[src/n2w_pkg.sv]
// Package with the word codes and sequencer state type for the number-to-words block.
`timescale 1ns / 1ps

package n2w_pkg;

    typedef logic [5:0] word_code_t;

    localparam word_code_t CODE_ZERO      = 6'd0;
    localparam word_code_t CODE_TEEN_BASE = 6'd10;
    localparam word_code_t CODE_TENS_BASE = 6'd18;
    localparam word_code_t CODE_HUNDRED   = 6'd28;
    localparam word_code_t CODE_THOUSAND  = 6'd29;

    typedef enum logic [3:0] {
        ST_IDLE,
        ST_CONV,
        ST_ZERO,
        ST_SCAN,
        ST_HUND_DIGIT,
        ST_HUND_WORD,
        ST_TENS,
        ST_ONES,
        ST_SCALE
    } state_t;

endpackage

[src/number_to_word_tokens_top.sv]
// Top level of the number-to-words block: bit-serial BCD conversion and word sequencer.
`timescale 1ns / 1ps

// Names a non-negative integer in English words (short scale), one word code per
// output transaction, most significant word first, with tlast on the final word.
// An accepted value is converted to BCD one bit per cycle by a shift-and-add-3
// register, then checked for zero, then the three-digit groups are walked from
// the highest: each group is inspected, and a nonzero group steps through its
// hundreds digit, Hundred where the group has a hundreds digit, its tens, teen
// or lone ones word, its ones word and its scale word, one word at most per
// cycle while the output takes them. One item is worked on at a time. A stalled
// output holds the sequencer on the word it offers. A word waiting in the output
// register does not block the next value from being accepted.
module number_to_word_tokens_top #(
    parameter int VALUE_WIDTH = 63
) (
    input  logic        clk,
    input  logic        rst_n,
    // Input stream
    input  logic        s_tvalid,
    output logic        s_tready,
    input  logic [63:0] s_tdata,   // [62:0] value, [63] zero pad
    // Output stream
    output logic        m_tvalid,
    input  logic        m_tready,
    output logic [7:0]  m_tdata,   // [5:0] word_code, [7:6] zero pad
    output logic        m_tlast    // last_word
);

    import n2w_pkg::*;

    localparam int NDIG = (VALUE_WIDTH * 301) / 1000 + 1;
    localparam int NGRP = (NDIG + 2) / 3;
    localparam int BW   = NGRP * 12;
    localparam int CW   = $clog2(VALUE_WIDTH);
    localparam int GW   = (NGRP > 1) ? $clog2(NGRP) : 1;

    state_t                  state_reg, state_next;
    logic [VALUE_WIDTH-1:0]  sh_reg, sh_next;
    logic [BW-1:0]           bcd_reg, bcd_next;
    logic [CW-1:0]           cnt_reg, cnt_next;
    logic [GW-1:0]           grp_idx_reg, grp_idx_next;

    logic                    out_valid_reg;
    word_code_t              out_code_reg;
    logic                    out_last_reg;

    logic [BW-1:0]           bcd_adj;
    logic [11:0]             grp;
    logic [3:0]              dig_h, dig_t, dig_o;
    logic                    lower_nz;
    logic                    grp_nz;
    logic                    can_emit;
    logic                    emit_req;
    word_code_t              emit_code;
    logic                    emit_last;
    logic                    em_tens, em_ones, em_scale;

    // Add three to every BCD digit of five or more before the shift
    always_comb
    begin
        for (int i = 0; i < NGRP * 3; i++)
        begin
            if (bcd_reg[i*4 +: 4] >= 4'd5)
                bcd_adj[i*4 +: 4] = bcd_reg[i*4 +: 4] + 4'd3;
            else
                bcd_adj[i*4 +: 4] = bcd_reg[i*4 +: 4];
        end
    end

    // Top group and what follows it
    assign grp      = bcd_reg[BW-1 -: 12];
    assign dig_h    = grp[11:8];
    assign dig_t    = grp[7:4];
    assign dig_o    = grp[3:0];
    assign lower_nz = |bcd_reg[BW-13:0];
    assign grp_nz   = |grp;
    assign em_tens  = (dig_t != 4'd0) || (dig_o != 4'd0);
    assign em_ones  = (dig_t >= 4'd2) && (dig_o != 4'd0);
    assign em_scale = (grp_idx_reg != '0);
    assign can_emit = !out_valid_reg || m_tready;

    // Next state and the word offered to the output register
    always_comb
    begin
        state_next   = state_reg;
        sh_next      = sh_reg;
        bcd_next     = bcd_reg;
        cnt_next     = cnt_reg;
        grp_idx_next = grp_idx_reg;
        emit_req     = 1'b0;
        emit_code    = CODE_ZERO;
        emit_last    = 1'b0;

        unique case (state_reg)
            ST_IDLE:
            begin
                if (s_tvalid)
                begin
                    sh_next    = s_tdata[VALUE_WIDTH-1:0];
                    bcd_next   = '0;
                    cnt_next   = '0;
                    state_next = ST_CONV;
                end
            end

            ST_CONV:
            begin
                bcd_next = {bcd_adj[BW-2:0], sh_reg[VALUE_WIDTH-1]};
                sh_next  = {sh_reg[VALUE_WIDTH-2:0], 1'b0};
                cnt_next = cnt_reg + 1'b1;
                if (cnt_reg == CW'(VALUE_WIDTH - 1))
                    state_next = ST_ZERO;
            end

            ST_ZERO:
            begin
                grp_idx_next = GW'(NGRP - 1);
                if (bcd_reg == '0)
                begin
                    emit_req  = 1'b1;
                    emit_code = CODE_ZERO;
                    emit_last = 1'b1;
                    if (can_emit)
                        state_next = ST_IDLE;
                end
                else
                begin
                    state_next = ST_SCAN;
                end
            end

            ST_SCAN:
            begin
                if (grp_nz)
                    state_next = ST_HUND_DIGIT;
                else if (grp_idx_reg == '0)
                    state_next = ST_IDLE;
                else
                begin
                    bcd_next     = {bcd_reg[BW-13:0], 12'd0};
                    grp_idx_next = grp_idx_reg - 1'b1;
                end
            end

            ST_HUND_DIGIT:
            begin
                if (dig_h != 4'd0)
                begin
                    emit_req  = 1'b1;
                    emit_code = word_code_t'(dig_h);
                    if (can_emit)
                        state_next = ST_HUND_WORD;
                end
                else
                begin
                    state_next = ST_TENS;
                end
            end

            ST_HUND_WORD:
            begin
                emit_req  = 1'b1;
                emit_code = CODE_HUNDRED;
                emit_last = !(em_tens || em_scale || lower_nz);
                if (can_emit)
                    state_next = ST_TENS;
            end

            ST_TENS:
            begin
                if (em_tens)
                begin
                    emit_req = 1'b1;
                    if (dig_t >= 4'd2)
                        emit_code = CODE_TENS_BASE + word_code_t'(dig_t);
                    else if (dig_t == 4'd1)
                        emit_code = CODE_TEEN_BASE + word_code_t'(dig_o);
                    else
                        emit_code = word_code_t'(dig_o);
                    emit_last = !(em_ones || em_scale || lower_nz);
                    if (can_emit)
                        state_next = ST_ONES;
                end
                else
                begin
                    state_next = ST_ONES;
                end
            end

            ST_ONES:
            begin
                if (em_ones)
                begin
                    emit_req  = 1'b1;
                    emit_code = word_code_t'(dig_o);
                    emit_last = !(em_scale || lower_nz);
                    if (can_emit)
                        state_next = ST_SCALE;
                end
                else
                begin
                    state_next = ST_SCALE;
                end
            end

            ST_SCALE:
            begin
                if (em_scale)
                begin
                    emit_req  = 1'b1;
                    emit_code = CODE_THOUSAND + word_code_t'(grp_idx_reg) - 6'd1;
                    emit_last = !lower_nz;
                    if (can_emit)
                    begin
                        bcd_next     = {bcd_reg[BW-13:0], 12'd0};
                        grp_idx_next = grp_idx_reg - 1'b1;
                        state_next   = ST_SCAN;
                    end
                end
                else
                begin
                    state_next = ST_IDLE;
                end
            end

            default:
            begin
                state_next = ST_IDLE;
            end
        endcase
    end

    // Hold the sequencer state
    always_ff @(posedge clk or negedge rst_n)
    begin
        if (!rst_n)
            state_reg <= ST_IDLE;
        else
            state_reg <= state_next;
    end

    // Advance the datapath registers
    always_ff @(posedge clk)
    begin
        sh_reg      <= sh_next;
        bcd_reg     <= bcd_next;
        cnt_reg     <= cnt_next;
        grp_idx_reg <= grp_idx_next;
    end

    // Output register: load a word when free or being taken, drop it once taken
    always_ff @(posedge clk or negedge rst_n)
    begin
        if (!rst_n)
            out_valid_reg <= 1'b0;
        else if (emit_req && can_emit)
            out_valid_reg <= 1'b1;
        else if (m_tready)
            out_valid_reg <= 1'b0;
    end

    always_ff @(posedge clk)
    begin
        if (emit_req && can_emit)
        begin
            out_code_reg <= emit_code;
            out_last_reg <= emit_last;
        end
    end

    assign s_tready = (state_reg == ST_IDLE);
    assign m_tvalid = out_valid_reg;
    assign m_tdata  = {2'b00, out_code_reg};
    assign m_tlast  = out_last_reg;

endmodule

[config.mk]
export PLATFORM = sky130hd
export DESIGN_NAME = number_to_word_tokens_top
export DESIGN_NICKNAME = d
export VERILOG_FILES = /design/src/n2w_pkg.sv /design/src/number_to_word_tokens_top.sv
export SDC_FILE = /design/constraint.sdc
export NUM_CORES = 1
export LEC_CHECK = 0
export BUFFER_PORTS_ARGS = -buffer_cell sky130_fd_sc_hd__buf_2
export CELL_PAD_IN_SITES_DETAIL_PLACEMENT = 1
export CELL_PAD_IN_SITES_GLOBAL_PLACEMENT = 1
export CORE_AREA = 2 2 164 166
export DETAILED_ROUTE_END_ITERATION = 10
export DIE_AREA = 0 0 166 168
export PLACE_DENSITY_LB_ADDON = 0.1
export SETUP_SLACK_MARGIN = 0.5
export SLEW_MARGIN = 30
export SYNTH_ARGS = -nofsm -noshare
export SYNTH_HDL_FRONTEND = slang
export SYNTH_SLANG_ARGS = --single-unit
[constraint.sdc]
create_clock -name clk -period 5.6 [get_ports clk]
set_clock_uncertainty 0.05 [all_clocks]
set_input_delay 0.28 -clock clk [delete_from_list [all_inputs] [get_ports clk]]
set_output_delay 0.28 -clock clk [all_outputs]
set_load 0.05 [all_outputs]
# Word level (Yosys, flattened, before mapping)
# Index checks and enable logic that the tools add are counted.
[totals] inputBits=68 word_cells=182 regBits=168 output_inout_bits=11
[op_classes] n_eq_ne=23 n_lt_le_gt_ge=22 add_sub_neg=27 muxes=71 n_reduce_logical=31
[op_table] op="$mux W84" n=5
[op_table] op="$pmux W84 S4" n=1
[op_table] op="$mux W4" n=37
[op_table] op="$pmux W63 S2" n=1
[op_table] op="$ge A4 B3 Y1 const B" n=21
[op_table] op="$logic_not A84 Y1" n=1
[op_table] op="$add A4 B2 Y4 const B" n=20
[op_table] op="$reduce_or A72 Y1" n=1
[op_table] op="$mux W63" n=1
[op_table] op="$pmux W4 S9" n=1
[op_table] op="$pmux W6 S5" n=1
[op_table] op="$mux W6" n=4
[op_table] op="$ne A3 B3 Y1 const B" n=6
[op_table] op="$eq A4 B3 Y1 const B" n=4
[op_table] op="$reduce_bool A4 Y1" n=4
[op_table] op="$mux W3" n=5
[op_table] op="$ne A2 B2 Y1 const B" n=7
[op_table] op="$pmux W6 S2" n=1
[op_table] op="$reduce_or A12 Y1" n=1
[op_table] op="$mux W1" n=10
[op_table] op="$pmux W3 S3" n=1
[op_table] op="$reduce_and A9 Y1" n=1
[op_table] op="$eq A4 B1 Y1 const B" n=2
[op_table] op="$eq A4 B2 Y1 const B" n=2
[op_table] op="other kinds (23)" n=36

# Depth between registers and ports, before layout
# Gate-level depths: netlist (run 1).
[logic_depth] ltp_word=7 mapped_depth=9 mapped_depth_nobuf=8

# Worst setup path before layout (run 1)
# Ideal clock, no wire load.
[synth_timing] kind="reg2reg" from="reg state_reg[1]" to="reg cnt_reg[0], enable pin" arrival_time_ps=4094 setup_slack_ps=1027 t_required_ps=5121 setup_time_ps=429 path_stages_with_launch=6 period_less_slack_ps=4573 n_path_buf=2 cell_sequence="dfrtp_1 -> clkbuf_1 -> clkbuf_1 -> nor4_1 -> nand2_1 -> nand2_1"
[synth_between] elab_chain_len=3 elab_cells_between_ends=5 classes_between="2 x eq/ne; 3 x reduce/logical"
[synth_rtl] element="start, declared" line_no="number_to_word_tokens_top.sv:38" text="state_t state_reg, state_next;"
[synth_rtl] element="start signal, assigned" line_no="number_to_word_tokens_top.sv:240" text="state_reg <= state_next;"
[synth_rtl] element="$logic_not A4 Y1 *"
[synth_rtl] element="net s_tready" line_no="number_to_word_tokens_top.sv:21" text="output logic s_tready,"
[synth_rtl] element="$ne A2 B2 Y1 (no source line) / $reduce_bool A2 Y1 (equally long branches)"
[synth_rtl] element="$reduce_and A2 Y1 (no source line) *"
[synth_rtl] element="end signal, assigned" line_no="number_to_word_tokens_top.sv:248" text="cnt_reg <= cnt_next;"
[synth_rtl] element="end, declared" line_no="number_to_word_tokens_top.sv:41" text="logic [CW-1:0] cnt_reg, cnt_next;"
# Mark *: on every way through the listed nets, which the timed path passes. The rest lies on a longest branch.
# A chain may end at the register's enable or synchronous reset.

# Worst setup path after layout (run 1)
[layout_timing] from="reg bcd_reg[73]" to="reg bcd_reg[23], enable pin"
[layout_between] elab_chain_len=3
[layout_rtl] element="start, declared" line_no="number_to_word_tokens_top.sv:40" text="logic [BW-1:0] bcd_reg, bcd_next;"
[layout_rtl] element="start signal, assigned" line_no="number_to_word_tokens_top.sv:247" text="bcd_reg <= bcd_next;"
[layout_rtl] element="$reduce_or A12 Y1" line_no="number_to_word_tokens_top.sv:77" text="assign grp_nz = |grp;"
[layout_rtl] element="$ne A2 B2 Y1 (no source line)"
[layout_rtl] element="$reduce_and A6 Y1 (no source line)"
# Every way passes these cells.

==> results by group, run 1 <==
Placement
  – Placed cell area: 10490 um^2
  – PortBufs: 75
  – Final HPWL DP: 15700 um
  – Routability cong.: 0.7930

Floorplan
  – Die W: 166 um
  – Die span in y: 168 um
  – FP Rows: 60
  – Initial Util: 37.06%
  – # IOs: 79
  – Die area: 27890 um^2
  – Core area: 26350 um^2

Drt
  – Vias per Instance: 5.094
  – Avg WL per Cell: 16.06 um
  – DRT Wirelength: 22990 um
  – Via count: 7290
  – Routed Antenna Nets: 0
  – DRT iter0 DRCs: 462
  – Drt drc: 0
  – TritonRoute pass-1 iters: 6

Logic synthesis
  – Post-synthesis cell type count: 55
  – Cell taking the most area after synthesis: edfxtp_1
  – Post-synth EDFFs: 163
  – Top-count cell post-synth: nand2_1
  – Most frequent cells after synthesis: nand2_1 (277), edfxtp_1 (163), o21ai_0 (93), a21oi_1 (79), ha_1 (71)
  – Synthesized flop and latch total: 168
  – YS warnings: 0
  – Async SR Flop Fraction: 2.976%
  – Synthesized area: 9764 um^2
  – Top_reg_cell synth: edfxtp_1
  – Top cell type's share of synthesized area: 50.13%
  – Syn avg cell area: 9.630 um^2
  – Post-Synthesis Cells: 1014
  – Seq/Total Area, Yosys: 51.41%
  – Synth area leaders: edfxtp_1 (50%), nand2_1 (11%), ha_1 (9.1%)

Global route
  – Grt total ovfl: 0
  – Total GRT Usage: 16.88%
  – Antenna violations before repair: 1
  – Vias in the first global route: 7340
  – First-pass GRT wire length: 38300 um
  – Pin count of the biggest net entering global routing: 94

Power and ir drop
  – Tot Pwr: 7.188 mW
  – Pwr/cell area: 648.0 nW/um^2
  – Static Leak: 4.350 nW
  – Worst VDD drop: 0.2347 mV

Timing
  – Worst-Margin Slew: 0.7842 ns
  – RSZ-0062 raised after global routing: false
  – Setup TNS: 0 ns
  – Crit path time final: 3.624 ns
  – Final hold viol count: 0
  – Final slew viol count: 0
  – Rel. slew slack: 47.24%
  – F_max: 0.2759 GHz
  – Final setup vio count: 0
  – Final period utilization: 64.72%

Finish
  – Share of cells above drive strength 1: 11.74%
  – Fin area: 11090 um^2
  – Final net count: 1216
  – Area grow syn2layout: 13.61%
  – N_diodes: 0
  – Largest register FFs: 84

CTS
  – CTS Buffer Depth: 2
  – CTS buffer count: 17
  – Worst-path clk slew: 0.09 ns
  – CTS tree: built
  – Number of setup buffers added after CTS: 0
  – Clock Sinks: 168
  – Worst skew pair latency: 0.45 ns
  – CTS root buffer: clkbuf_16
  – H-tree levels: 4

Flow run
  – Maxcap violations: 0

Worst setup path
  – CP Data Required Time: 5.64 ns
  – Setup crit start: bcd_reg[73]$_DFFE_PP_
  – Worst Setup EP: bcd_reg[23]$_DFFE_PP_
  – CP arrival: 3.66 ns
  – R2r setup slk: 1.98 ns
  – FF-to-FF End: bcd_reg[23]$_DFFE_PP_
  – Worst Reg-to-Reg Cells: 8
  – CP endpoint kind: flip-flop
  – Critical path startpoint category: flip-flop
  – Reg-to-reg startpoint: bcd_reg[73]$_DFFE_PP_
  – Max FO, Critical Path: 52
  – Setup CP Type: flip-flop to flip-flop

Status
  – Status: completed

Min path
  – HP Class: input pin to flip-flop
## layout by cell type, fill, tap and decap left out, drive strengths merged, types with 26 or more instances in the layout
| cell | n |
|---|---|
| a21oi | 79 |
| buf | 83 |
| edfxtp | 163 |
| ha | 71 |
| inv | 56 |
| nand2 | 277 |
| nand2b | 26 |
| nor2 | 53 |
| nor3b | 30 |
| o21ai | 93 |
## logic make-up (layout without fill, tap and decap cells)
family          count (synthesis)  in the layout  synth area share, %
xor+xnor                       36             36                3.229
simple gates                  441            441                20.76
buf+inv                        88            163                3.460
fa+ha+maj                      71             71                9.098
other cells                     1              2              0.03840
flops                         168            168                51.41
mux                             3              3               0.3332
compound gates                206            206                11.67
## worst min-delay path by stage
stage	from	to	slack, ns	cells after the start
4_1_cts	s_tdata[10]	sh_reg[10]$_DFFE_PP_	0.03	3
5_1_grt	s_tdata[13]	sh_reg[13]$_DFFE_PP_	0.05	3
3_5_place_dp	rst_n	m_tvalid$_DFFE_PN0P_	0.05	1
3_3_place_gp	rst_n	m_tvalid$_DFFE_PN0P_	0.04	1
6_report	s_tdata[10]	sh_reg[10]$_DFFE_PP_	0.04	3
2_1_floorplan	rst_n	m_tvalid$_DFFE_PN0P_	-0.07	0
## critical path, cell delays in order (launching register included)
cell      delay, ns
edfxtp_1       0.46
inv_1          0.17
ha_1           0.22
nor3b_2        0.46
nand4_1        0.26
o21ai_0        0.23
o211a_1        0.20
o21a_4         0.64
buf_4          0.53
## metal layers
metal	global-route usage, %	vias to the layer above	routed length [um]	part of all wire, %
li1	-	3652	-	-
met1	23.55	3538	11460	50
met2	27.85	86	10740	47
met3	2.609	14	595	2.6
met4	3.743	0	191	0.83
met5	0	-	0	0
## timing repair
action | 4_1_cts | 5_1_grt
hold buffers | 1 | 0
resized for setup | 0 | 0
hold endpoints to repair | 5 | 0
## per-stage QoR
step | util, % | worst slack [ns] | hold slack, ns | cells
final | 42.10 | 1.976 | 0.04173 | 1431
after global routing | 42.10 | 1.619 | 0.04917 | 1431
after CTS | 42.02 | 1.925 | 0.02812 | 1430
after detailed placement | 39.79 | 1.945 | 0.04595 | 1397
after global placement | 39.79 | 1.994 | 0.04413 | 1397
after floorplan | - | 1.027 | -0.06559 | 1015
## where the power goes
part	leakage (nW)	switching [mW]	internal, mW
registers	1.62	0.634	2.36
logic	2.45	1.93	1.06
clock network	0.283	0.594	0.598
total	4.35	3.16	4.03
## cell type report
| type | instances | area, um^2 |
|---|---|---|
| fillers | 3022 | 15260 |
| well taps | 341 | 426.7 |
| clock inverters | 15 | 152.6 |
| inverters | 47 | 176.4 |
| flip-flops and latches | 168 | 5020 |
| clock buffers | 17 | 425.4 |
| repair buffers | 84 | 457.9 |
| multi-input cells | 759 | 4434 |
No activity file was read; power rests on OpenSTA's default activity.
==> run 2: changes to the inputs <==
- clock period: 5.6 -> 3.6 ns (I/O delays scaled with it)
==> results by group, run 2 (same netlist as run 1, synthesis figures left out) <==
Status
  – Status: completed (unchanged)

Timing
  – Final slew viol count: 0 (unchanged)
  – Final hold viol count: 0 (unchanged)
  – Worst-Margin Slew: 0.7767 ns (was 0.7842 ns)
  – Setup TNS: 0 ns (unchanged)
  – F_max: 0.3486 GHz (was 0.2759 GHz)
  – Final setup vio count: 0 (unchanged)
  – Crit path time final: 2.869 ns (was 3.624 ns)
  – Final period utilization: 79.69% (was 64.72%)
  – Minimum hold slack: 0.05722 ns (was 0.04173 ns)
  – RSZ-0062 raised after global routing: false (unchanged)
  – Rel. slew slack: 47.74% (was 47.24%)

Placement
  – Final HPWL DP: 15490 um (was 15700 um)
  – Routability cong.: 0.7639 (was 0.7930)
  – PortBufs: 75 (unchanged)

CTS
  – Worst-path clk slew: 0.07 ns (was 0.09 ns)
  – CTS root buffer: clkbuf_16 (unchanged)
  – Worst skew pair latency: 0.43 ns (was 0.45 ns)
  – Clock Sinks: 168 (unchanged)
  – H-tree levels: 4 (unchanged)
  – CTS Buffer Depth: 2 (unchanged)
  – Number of setup buffers added after CTS: 0 (unchanged)
  – CTS buffer count: 17 (unchanged)
  – CTS tree: built (unchanged)

Global route
  – Total GRT Usage: 17.75% (was 16.88%)
  – Pin count of the biggest net entering global routing: 153 (was 94)
  – Antenna violations before repair: 1 (unchanged)
  – Vias in the first global route: 7921 (was 7340)
  – First-pass GRT wire length: 40390 um (was 38300 um)
  – Grt total ovfl: 0 (unchanged)

Floorplan
  – Die area: 27890 um^2 (unchanged)
  – Die span in y: 168 um (unchanged)
  – # IOs: 79 (unchanged)
  – Core area: 26350 um^2 (unchanged)
  – Initial Util: 37.06% (unchanged)
  – Die W: 166 um (unchanged)
  – FP Rows: 60 (unchanged)

Drt
  – Avg WL per Cell: 16.01 um (was 16.06 um)
  – Vias per Instance: 5.029 (was 5.094)
  – Routed Antenna Nets: 0 (unchanged)
  – Drt drc: 0 (unchanged)
  – DRT Wirelength: 23920 um (was 22990 um)
  – DRT iter0 DRCs: 460 (was 462)
  – TritonRoute pass-1 iters: 5 (was 6)
  – Via count: 7513 (was 7290)

Finish
  – Fillers: 3004 (was 3022)
  – Area grow syn2layout: 21.00% (was 13.61%)
  – Largest register FFs: 84 (unchanged)
  – Commonest non-fill, non-tap cell in the layout: nand2_1 (unchanged)
  – Most frequent cells in the layout: nand2_1 (276), edfxtp_1 (163), o21ai_0 (93) (unchanged)
  – Share of cells above drive strength 1: 11.36% (was 11.74%)
  – N_diodes: 0 (unchanged)
  – Final net count: 1280 (was 1216)

Worst setup path
  – CP endpoint kind: flip-flop (unchanged)
  – CP arrival: 3.13 ns (was 3.66 ns)
  – CP Data Required Time: 3.86 ns (was 5.64 ns)
  – Setup CP Type: flip-flop to flip-flop (unchanged)
  – Max FO, Critical Path: 4 (was 52)
  – Critical path startpoint category: flip-flop (unchanged)

Flow run
  – Maxcap violations: 0 (unchanged)

Min path
  – HP Class: input pin to async pin (was input pin to flip-flop)

Power and ir drop
  – Tot Pwr: 11.35 mW (was 7.188 mW)
  – Worst VDD drop: 0.3900 mV (was 0.2347 mV)
  – Static Leak: 4.644 nW (was 4.350 nW)
  – Pwr/cell area: 960.6 nW/um^2 (was 648.0 nW/um^2)
## run 2: cell count changes in the layout (fill, tap and decap cells not counted), sizes merged
cell	before	now
buf	83	84
clkinv	5	8
dlygate4sd3	1	64
inv	56	53
clkinvlp	1	0
## run 2: critical path, stage by stage (launching register included)
cell and delay (ns):
edfxtp_1 0.43, inv_1 0.14, ha_1 0.18, nor4bb_1 0.40
nand4_1 0.15, or4_4 0.60, o31a_1 0.36, nand2_1 0.11
mux2_2 0.33
## run 2: worst paths after layout
path,startpoint,endpoint,slack [ns],depth (start not counted)
worst max-delay path,bcd_reg[16]$_DFFE_PP_,state_reg[1]$_DFFE_PN0P_,0.73,8
worst min-delay path,rst_n,m_tvalid$_DFFE_PN0P_,0.06,2
worst max register to register,bcd_reg[16]$_DFFE_PP_,state_reg[1]$_DFFE_PN0P_,0.73,8
worst min register to register,sh_reg[30]$_DFFE_PP_,sh_reg[31]$_DFFE_PP_,0.46,2
max in group asynchronous,rst_n,state_reg[2]$_DFFE_PN0P_,3.32,2
min in group clk,m_tready,m_tvalid$_DFFE_PN0P_,0.11,3
## run 2: where the power goes
part	total (mW)	leakage (nW)	switching, mW	internal [mW]
Clock	1.83	0.287	0.895	0.931
Sequential	4.65	1.62	0.985	3.67
Combinational	4.87	2.74	3.07	1.80
## run 2: layout make-up
class | instances | area [um^2] | share of cell area (%)
Timing Repair Buffer | 148 | 1146 | 9.700
Tap cell | 341 | 426.7 | 3.611
Sequential cell | 168 | 5020 | 42.49
Clock buffer | 17 | 425.4 | 3.601
Multi-Input combinational cell | 759 | 4461 | 37.75
Clock inverter | 14 | 160.2 | 1.356
Inverter | 47 | 176.4 | 1.493
## run 2: timing repair
item,CTS,global route
endpoints found under the setup margin,0,76
hold endpoints to repair,68,0
hold buffers,64,0
resized for setup,0,2
## run 2: layer usage
layer / track usage [%] / up-vias / share of wire [%]
li1: - / 3780 / -
met4: 3.932 / 0 / 0.88
met3: 2.562 / 9 / 2.2
met5: 0 / - / 0
met2: 30.65 / 86 / 49
met1: 23.76 / 3638 / 48
## run 2: stage by stage
step                      setup WS [ns]  cell area [um^2]  std cells  utilization [%]
after floorplan                  0.7046              9793       1015                -
after global placement           0.7098             10580       1399            40.14
after detailed placement         0.6864             10580       1399            40.14
after CTS                        0.5968             11800       1494            44.80
after global routing             0.5272             11820       1494            44.84
final                            0.7311             11820       1494            44.84
==> run 3: changes to the inputs <==
- clock period: 3.6 -> 2.6 ns (I/O delays scaled with it)
==> results by group, run 3 (same netlist as run 1, synthesis figures left out) <==
Finish
  – Register area: 5020 um^2 (unchanged)
  – Fillers: 2926 (was 3004)
  – Most frequent cells in the layout: nand2_1 (274), edfxtp_1 (163), buf_4 (128) (was nand2_1 (276), edfxtp_1 (163), o21ai_0 (93))
  – Multi-input logic area: 4727 um^2 (was 4461 um^2)
  – Commonest non-fill, non-tap cell in the layout: nand2_1 (unchanged)
  – Largest register FFs: 84 (unchanged)
  – Share of cells above drive strength 1: 25.88% (was 11.36%)
  – Area grow syn2layout: 39.89% (was 21.00%)
  – Final net count: 1440 (was 1280)
  – N_diodes: 0 (unchanged)
  – Final core utilization: 51.84% (was 44.84%)

Worst setup path
  – CP endpoint kind: flip-flop (unchanged)
  – R2r setup slk: 0.08 ns (was 0.73 ns)
  – Max stage delay cell, worst path: or4_4 (unchanged)
  – Setup crit start: bcd_reg[65]$_DFFE_PP_ (was bcd_reg[16]$_DFFE_PP_)
  – CP top delay family: simple AND/OR/NAND/NOR gates (unchanged)
  – CP arrival: 2.80 ns (was 3.13 ns)
  – Crit path buf inv count: 1 (unchanged)
  – Worst Setup EP: state_reg[1]$_DFFE_PN0P_ (unchanged)
  – Setup CP Type: flip-flop to flip-flop (unchanged)
  – CP Data Required Time: 2.87 ns (was 3.86 ns)
  – Crit. path cell count: 8 (unchanged)
  – Max FO, Critical Path: 3 (was 4)
  – Worst Reg-to-Reg Cells: 8 (unchanged)
  – CP max stage delay: 0.61 ns (was 0.60 ns)
  – CP cell instances: inv_2 -> ha_4 -> nor4b_4 -> nand4_1 -> or4_4 -> o41ai_4 -> o31ai_1 -> mux2_4 (was inv_1 -> ha_1 -> nor4bb_1 -> nand4_1 -> or4_4 -> o31a_1 -> nand2_1 -> mux2_2)
  – Critical path startpoint category: flip-flop (unchanged)
  – Reg-to-reg startpoint: bcd_reg[65]$_DFFE_PP_ (was bcd_reg[16]$_DFFE_PP_)
  – FF-to-FF End: state_reg[1]$_DFFE_PN0P_ (unchanged)

Global route
  – Vias in the first global route: 8581 (was 7921)
  – Grt total ovfl: 0 (unchanged)
  – Antenna violations before repair: 0 (was 1)
  – First-pass GRT wire length: 44990 um (was 40390 um)
  – Pin count of the biggest net entering global routing: 75 (was 153)
  – Total GRT Usage: 20.16% (was 17.75%)

Timing
  – Minimum hold slack: 0.08632 ns (was 0.05722 ns)
  – Crit path time final: 2.523 ns (was 2.869 ns)
  – Final setup vio count: 0 (unchanged)
  – Worst-Margin Slew: 0.8057 ns (was 0.7767 ns)
  – Final slew viol count: 0 (unchanged)
  – Rel. slew slack: 45.79% (was 47.74%)
  – F_max: 0.3963 GHz (was 0.3486 GHz)
  – RSZ-0062 raised after global routing: true (was false)
  – Final hold viol count: 0 (unchanged)
  – Final period utilization: 97.05% (was 79.69%)
  – PnR worst setup slack: 0.07677 ns (was 0.7311 ns)

Drt
  – Avg WL per Cell: 17.08 um (was 16.01 um)
  – Via count: 8328 (was 7513)
  – DRT Wirelength: 28260 um (was 23920 um)
  – DRT iter0 DRCs: 355 (was 460)
  – Routed Antenna Nets: 0 (unchanged)
  – Drt drc: 0 (unchanged)
  – Vias per Instance: 5.032 (was 5.029)
  – TritonRoute pass-1 iters: 5 (unchanged)

Status
  – Status: completed (unchanged)

Floorplan
  – Initial Util: 37.06% (unchanged)
  – Core area: 26350 um^2 (unchanged)
  – Die span in y: 168 um (unchanged)
  – FP Rows: 60 (unchanged)
  – Die area: 27890 um^2 (unchanged)
  – Die W: 166 um (unchanged)
  – # IOs: 79 (unchanged)

CTS
  – CTS tree: built (unchanged)
  – CTS root buffer: clkbuf_16 (unchanged)
  – CTS buffer count: 17 (unchanged)
  – H-tree levels: 4 (unchanged)
  – Worst skew pair latency: 0.44 ns (was 0.43 ns)
  – Clock Sinks: 168 (unchanged)
  – Worst-path clk slew: 0.07 ns (about the same)
  – CTS Buffer Depth: 2 (unchanged)

Power and ir drop
  – Tot Pwr: 19.44 mW (was 11.35 mW)
  – Pwr/cell area: 1423 nW/um^2 (was 960.6 nW/um^2)
  – Static Leak: 5.577 nW (was 4.644 nW)
  – Worst VDD drop: 0.5586 mV (was 0.3900 mV)

Flow run
  – Maxcap violations: 0 (unchanged)

Placement
  – PortBufs: 75 (unchanged)
  – Routability cong.: 0.7826 (was 0.7639)
  – Final HPWL DP: 17910 um (was 15490 um)
  – Place WS: -0.1035 ns (was 0.6864 ns)

Min path
  – HP Class: input pin to flip-flop (was input pin to async pin)
[run 3: worst min-delay path by stage]
stage                     startpoint                        to  slack (ns)  cells after the start
after CTS                   m_tready      m_tvalid$_DFFE_PN0P_        0.06                      3
after global placement         rst_n      m_tvalid$_DFFE_PN0P_        -0.1                      1
final                       m_tready      m_tvalid$_DFFE_PN0P_        0.09                      3
after detailed placement       rst_n  state_reg[3]$_DFFE_PN0P_       -0.09                      1
after global routing        m_tready      m_tvalid$_DFFE_PN0P_        0.14                      3
after floorplan                rst_n      m_tvalid$_DFFE_PN0P_       -0.22                      0
[run 3: timing repair]
item	CTS	global route
pin swaps	14	8
hold buffers	65	0
setup buffers	38	17
cloned	9	1
hold endpoints to repair	68	0
setup endpoints to repair	137	179
resized for setup	52	28
[run 3: power by group]
| group | leakage (nW) | switching [mW] | total [mW] | internal (mW) |
|---|---|---|---|---|
| registers | 1.62 | 0.939 | 6.00 | 5.06 |
| clock network | 0.286 | 1.27 | 2.55 | 1.28 |
| logic | 3.67 | 5.85 | 10.9 | 5.03 |
[run 3: per-stage QoR]
step / TNS, ns / instances / cell area, um^2
floorplan: 0 / 1015 / 9883
global placement: 0 / 1493 / 11400
detailed placement: -0.1064 / 1493 / 11400
CTS: 0 / 1637 / 13380
global route: -0.01545 / 1655 / 13660
finish: 0 / 1655 / 13660
[run 3: worst register-to-register path: cells and delay by family, from the launching register on]
kind	cells	cell delay (ns)
simple gates	3	0.95
fa+ha+maj	1	0.16
flops	1	0.42
compound gates	2	0.44
mux	1	0.28
buf+inv	1	0.10
[run 3: per-layer routing]
layer	vias to the layer above	track usage, %	share of wire (%)
met4	0	4.764	0.88
met1	4101	26.34	46
li1	4114	-	-
met3	18	2.163	1.7
met5	-	0	0
met2	95	36.01	52
[run 3: final cells by class]
class | count | share of cell area (%)
Sequential cell | 168 | 36.75
Multi-Input combinational cell | 759 | 34.61
Timing Repair Buffer | 308 | 19.97
Tap cell | 341 | 3.124
Clock buffer | 17 | 3.114
Inverter | 47 | 1.292
Clock inverter | 15 | 1.145
